### src/sv/fcw_pkg.sv
package fcw_pkg;

	// fat store geometry
	localparam int FAT_BYTES = 8192;
	localparam int FAT_AW    = $clog2(FAT_BYTES);
	localparam logic [13:0] FAT_LIMIT = 14'(FAT_BYTES);

	// fat12 constants
	localparam logic [11:0] END_MARK  = 12'hFF8;
	localparam logic [11:0] MIN_CLUST = 12'd2;

	// item modes
	localparam logic [1:0] MODE_LOAD    = 2'd0;
	localparam logic [1:0] MODE_START   = 2'd1;
	localparam logic [1:0] MODE_ADVANCE = 2'd2;

	// configuration register indexes
	localparam logic REG_DATA_START = 1'b0;
	localparam logic REG_SPC        = 1'b1;

	// result kinds issued by the controller
	localparam logic [2:0] EMIT_NONE  = 3'd0;
	localparam logic [2:0] EMIT_ZERO  = 3'd1;
	localparam logic [2:0] EMIT_NOACT = 3'd2;
	localparam logic [2:0] EMIT_LOW   = 3'd3;
	localparam logic [2:0] EMIT_VISIT = 3'd4;

	typedef struct packed {
		logic [1:0]  mode;
		logic [12:0] fat_addr;
		logic [7:0]  fat_byte;
		logic [11:0] first_cluster;
	} item_t;

	typedef struct packed {
		logic [11:0] cluster;
		logic [19:0] sector_addr;
		logic [11:0] next_cluster;
		logic        last;
		logic        error;
	} result_t;

	// controller to datapath
	typedef struct packed {
		logic       wr;       // write fat byte of the accepted item
		logic       take;     // latch the selected cluster
		logic       set_cur;  // current cluster takes first_cluster
		logic       rd_hi;    // capture low byte, read high byte
		logic [2:0] emit;     // result kind to register
	} cmd_t;

	// datapath to controller
	typedef struct packed {
		logic sel_lt2;       // selected cluster below two
		logic chain_active;
	} status_t;

endpackage

### src/sv/fcw_ctrl.sv
module fcw_ctrl import fcw_pkg::*; (
	input  logic       clk,
	input  logic       arst_n,
	input  logic       start,
	input  logic [1:0] mode,
	input  status_t    status,
	output logic       busy,
	output cmd_t       cmd
);

	localparam logic [1:0] ST_IDLE  = 2'd0;
	localparam logic [1:0] ST_RD_LO = 2'd1;
	localparam logic [1:0] ST_RD_HI = 2'd2;

	logic [1:0] state_q;
	logic [1:0] state_d;
	logic       accept;

	assign busy   = (state_q != ST_IDLE);
	assign accept = start && !busy;

	// next state and commands
	always_comb begin
		state_d = state_q;
		cmd     = '0;
		cmd.emit = EMIT_NONE;
		unique case (state_q)
			ST_IDLE: begin
				if (accept) begin
					unique case (mode)
						MODE_LOAD: begin
							cmd.wr   = 1'b1;
							cmd.emit = EMIT_ZERO;
						end
						MODE_START: begin
							cmd.take    = 1'b1;
							cmd.set_cur = 1'b1;
							if (status.sel_lt2) begin
								cmd.emit = EMIT_LOW;
							end else begin
								state_d = ST_RD_LO;
							end
						end
						MODE_ADVANCE: begin
							if (!status.chain_active) begin
								cmd.emit = EMIT_NOACT;
							end else begin
								cmd.take = 1'b1;
								if (status.sel_lt2) begin
									cmd.emit = EMIT_LOW;
								end else begin
									state_d = ST_RD_LO;
								end
							end
						end
						default: begin
							cmd.emit = EMIT_ZERO;
						end
					endcase
				end
			end
			ST_RD_LO: begin
				cmd.rd_hi = 1'b1;
				state_d   = ST_RD_HI;
			end
			ST_RD_HI: begin
				cmd.emit = EMIT_VISIT;
				state_d  = ST_IDLE;
			end
			default: begin
				state_d = ST_IDLE;
			end
		endcase
	end

	// state register
	always_ff @(posedge clk or negedge arst_n) begin
		if (!arst_n) begin
			state_q <= ST_IDLE;
		end else begin
			state_q <= state_d;
		end
	end

endmodule

### config.mk
export PLATFORM = sky130hd
export DESIGN_NAME = fcw_ctrl
export DESIGN_NICKNAME = d
export VERILOG_FILES = /design/src/sv/fcw_pkg.sv /design/src/sv/fcw_ctrl.sv
export SDC_FILE = /design/constraint.sdc
export NUM_CORES = 1
export LEC_CHECK = 0
export BUFFER_PORTS_ARGS = -buffer_cell sky130_fd_sc_hd__buf_2
export CORE_AREA = 2 2 39 41
export CTS_CLUSTER_DIAMETER = 60
export DETAILED_ROUTE_END_ITERATION = 7
export DIE_AREA = 0 0 41 43
export PLACE_DENSITY = 0.42
export RECOVER_POWER = 50
export SLEW_MARGIN = 30
export SYNTH_ARGS = -nofsm -noshare
export SYNTH_HDL_FRONTEND = slang
export SYNTH_SLANG_ARGS = --single-unit
export TNS_END_PERCENT = 20
### constraint.sdc
create_clock -name clk -period 1.2 [get_ports clk]
set_input_delay 0.06 -clock clk [delete_from_list [all_inputs] [get_ports clk]]
set_output_delay 0.06 -clock clk [all_outputs]
set_load 0.005 [all_outputs]
# After elaboration in Yosys (flattened, before gate mapping)
# Index checks and enable logic that the tools add are counted.
[classes]
n_eq_ne = 7
n_mux = 17
n_reduce_logical = 6
[ops]
columns = ["cell", "n"]
rows = [
  ["$mux 2", 6],
  ["$pmux 2 s2", 3],
  ["$mux 3", 2],
  ["$pmux 3 s2", 1],
  ["$eq 2x1->1 const B", 2],
  ["$eq 2x2->1 const B", 2],
  ["$logic_not 2->1", 2],
  ["$mux 1", 4],
  ["$ne 3x1->1 const B", 1],
  ["$ne 3x3->1 const B", 1],
  ["$reduce_and 3->1", 1],
  ["$ne 2x2->1 const B", 1],
  ["$pmux 1 s2", 1],
  ["$reduce_bool 2->1", 1],
  ["$logic_and 1x1->1", 1],
  ["$logic_not 1->1", 1],
]
[totals]
register_bits = 2
input_bits = 7
wordCells = 31

# Logic depth before layout (Yosys ltp)
[logic_depth]
word_depth = 5
mapped_depth = 4

# Worst setup path after synthesis
# No wires, ideal clock.
[synth_timing]
path_type = "reg2reg"
start = "register state_q[1]"
end = "register state_q[0]"
setup_ns = 0.094
t_arrival_ns = 1.003
required_time_ns = 1.106
path_slack_ns = 0.103
path_stages_with_launch = 3
n_path_buf = 0
path_cell_list = "dfrtp_1 > or3b_4 > nor4b_4"
[synth_between]
elab_chain_cells = 5
word_cells_on_any_way = 10
[synth_rtl]
columns = ["item", "line_no", "text"]
rows = [
  ["start: declaration", "fcw_ctrl.sv:15", "logic [1:0] state_q;"],
  ["start signal: assignment", "fcw_ctrl.sv:81", "state_q <= state_d;"],
  ["$reduce_bool 2->1", "fcw_ctrl.sv:19", "assign busy = (state_q != ST_IDLE);"],
  ["$logic_not 1->1", "fcw_ctrl.sv:20", "assign accept = start && !busy;"],
  ["$logic_and 1x1->1", "fcw_ctrl.sv:20", ""],
  ["$ne 2x2->1 (no line)", "n/a", ""],
  ["$reduce_and 3->1 (no line)", "n/a", ""],
]
# Several ways; a longest one is shown, not always the timed one.
# A chain may end at the register's enable or synchronous reset.

==> impl_results.md <==
- Clock power frac: 45.5%
- Largest Register: state_q
- RSZ-0062 raised after global routing: yes
- Avg Cell Area, Syn: 8.94 µm²
- Dpl hpwl: 465 µm
- Final setup vio count: 5
- PwrDens: 782 mW/mm²
- DR iter-0 viols: 3
- Antenna violations before repair: 0
- Arr. time, crit path: 1.26 ns
- IO Pins: 15
- Post-DR vias/cell: 4.08
- Combinational family with the most area after synthesis: simple AND/OR/NAND/NOR gates
- Remaining DRCs: 0
- Mux contribution to synthesized area: 0%
- Layout Cells excl Fill: 63
- Synth Area in XOR/XNOR: 0%
- Port bufs: 14
- Post-DP Area: 348 µm²
- Wire length per cell: 8.67 µm
- Hold WS: 0.0617 ns
- Die Y: 43 µm
- Least-Margin Pin Slew: 0.200 ns
- Core region area: 0.00138 mm²
- Biggest regs: state_q: 2 flops
- Nets@finish: 60
- Post-Route Skew: 0.000496 ns
- Synth warn: 0
- Finished Cell Area: 405 µm²
- Syn nets: 39
- Clk root buf: clkbuf_4
- Worst setup EP type: output pin
- TritonCTS clock tree: done
- Max cap viols: 0
- WS Path Type: reg2out
- Net Sw Frac: 25.6%
- Clock transition at path regs: 0.03 ns
- Final worst setup slack: -0.120 ns
- Seq/Total Area, Yosys: 20.0%
- Placed insts: 59
- Simple-gate share of the synthesized area: 45.5%
- Skew-Pair Late Insertion Delay: 0.22 ns
- Peak VDD IR: 0.166 mV
- Routed Antenna Nets: 0
- Failing checks: negative setup slack
- Filler cells: 163
- Post-Syn Area: 250 µm²
- Row Count: 14
- Largest net degree at the start of global routing: 7
- Period utilization: 110%
- Die area: 0.00176 mm²
- Dpl ws: 0.102 ns
- Tmin final: 1.32 ns
- Number of global-route vias before repair: 229
- Fraction of the mapped netlist area in adder cells: 20.0%
- CTS Buf Count: 3
- Synthesized netlist cell count: 28
- Grt ovf: 0
- Clock Sinks: 2
- Ratio of cells with drive above 1 in the final layout: 48.9%
- Sequential Power Share: 22.9%
- Clk buf depth: 2
- CP Max Fanout: 2
- Final Hold Viols: 0
- Leakage: 0.215 nW
- Comb pwr share: 31.7%
- Post-CTS setup buffer count: 0
- Die Wd: 41 µm
- Total chip power: 317 µW
- H-Tree Depth: 1
- Initial core utilization: 18.1%
- Max-slew violation count: 0
- Via Count: 257
- Relative max-transition margin: 86.5%
- Yosys reg bits: 2
- Worst Hold Class: in2reg
- Diodes inserted: 0
- Compound-Gate Fraction of Synth Area: 8.50%
- Area added between synthesis and finish: 62.0%
- Internal power: 236 µW
- First-pass DRT Iterations: 4
- Status: finished, violations left
- Total GRT Usage: 7.00%
- Routed wire length: 546 µm
- WP data required: 1.14 ns
- Cell variety after synth: 18
- Kind of start point of the critical path: flop
- Max reg flops: 2
- Max Fclk: 757 MHz
- First-pass GRT wire length: 793 µm
- Net Sw Power: 81.2 µW
- Final RePlAce weighted congestion: 0.811
==> synth_stat cells <==
cell	number	area share [%]
a21oi_1	2	4.0
a31oi_1	1	2.5
and2_1	2	5.0
buf_4	1	3.0
dfrtp_1	2	20
ha_1	4	20
inv_1	2	3.0
nand2_1	1	1.5
nand2b_1	1	2.5
nand3_1	1	2.0
nand4bb_1	1	4.5
nor2_1	2	3.0
nor2b_1	3	7.5
nor3b_1	1	3.0
nor4b_4	1	9.5
o21ai_0	1	2.0
or2_2	1	2.5
or3b_4	1	4.5
==> final timing paths <==
check                      depth (start not counted)                     end                   start  slack [ns]
min                                                2  state_q[0]$_DFFE_PN0P_               status[1]        0.06
min in group asynchronous                          2  state_q[1]$_DFFE_PN0P_                  arst_n        0.16
min reg2reg                                        2  state_q[1]$_DFFE_PN0P_  state_q[1]$_DFFE_PN0P_        0.55
max reg2reg                                        2  state_q[0]$_DFFE_PN0P_  state_q[0]$_DFFE_PN0P_        0.13
max in group asynchronous                          2  state_q[0]$_DFFE_PN0P_                  arst_n        0.91
max                                                3                  cmd[0]  state_q[0]$_DFFE_PN0P_       -0.12
==> per-stage QoR <==
stage,utilization (%),setup TNS [ns]
finish,29.3,-0.322
floorplan,-,0
detailed placement,25.1,0
CTS,27.5,-0.494
global route,29.3,-0.739
global placement,25.1,0
==> layer usage <==
| metal | GRT usage (%) | vias up | wire (µm) |
|---|---|---|---|
| met2 | 10.3 | 11 | 260 |
| li1 | - | 133 | - |
| met5 | 0 | - | 0 |
| met1 | 6.98 | 113 | 233 |
| met4 | 8.00 | 0 | 0 |
| met3 | 1.57 | 0 | 52 |
==> cell usage in the layout (no fill, tap or decap), drive strengths merged, types with 2 or more instances in the layout <==
cell and count:
nor2b 3, nor2 2, a21oi 2, clkbuf 4, ha 4, dfrtp 2
and2 2, inv 2, buf 15
==> power by group through the flow <==
stage / registers, mW / logic (mW) / clock network [mW]
2_1_floorplan: 0.0746 / 0.0475 / 0
3_3_place_gp: 0.0728 / 0.0884 / 0
3_5_place_dp: 0.0728 / 0.0877 / 0
4_1_cts: 0.0721 / 0.0902 / 0.157
5_1_grt: 0.0729 / 0.112 / 0.163
6_report: 0.0725 / 0.100 / 0.144
==> layout make-up <==
class                   instances  area (µm²)  area share (%)
repair buffers                 17        97.6            24.1
inverters                       2        7.51            1.85
well taps                      16        20.0            4.94
flip-flops and latches          2        50.0            12.3
multi-input cells              23         208            51.2
clock buffers                   3        22.5            5.56
==> kinds of logic (layout without fill, tap and decap cells) <==
| group | Yosys count | in the layout |
|---|---|---|
| buffers and inverters | 3 | 22 |
| and+or+nand+nor | 15 | 15 |
| adders and majority gates | 4 | 4 |
| DFF | 2 | 2 |
| AOI/OAI and AO/OA | 4 | 4 |
==> critical path, cell delays in order (launching register included) <==
cell and delay [ns]:
dfrtp_1 0.36, or3b_4 0.41, a31oi_1 0.14, buf_2 0.13
==> timing repair <==
item,in CTS,in global routing
endpoints found under the hold margin,2,0
setup endpoints to repair,6,6
hold buffers,1,0
pin swaps,0,1
gates resized for setup,0,4
No activity file was read; power rests on OpenSTA's default activity.
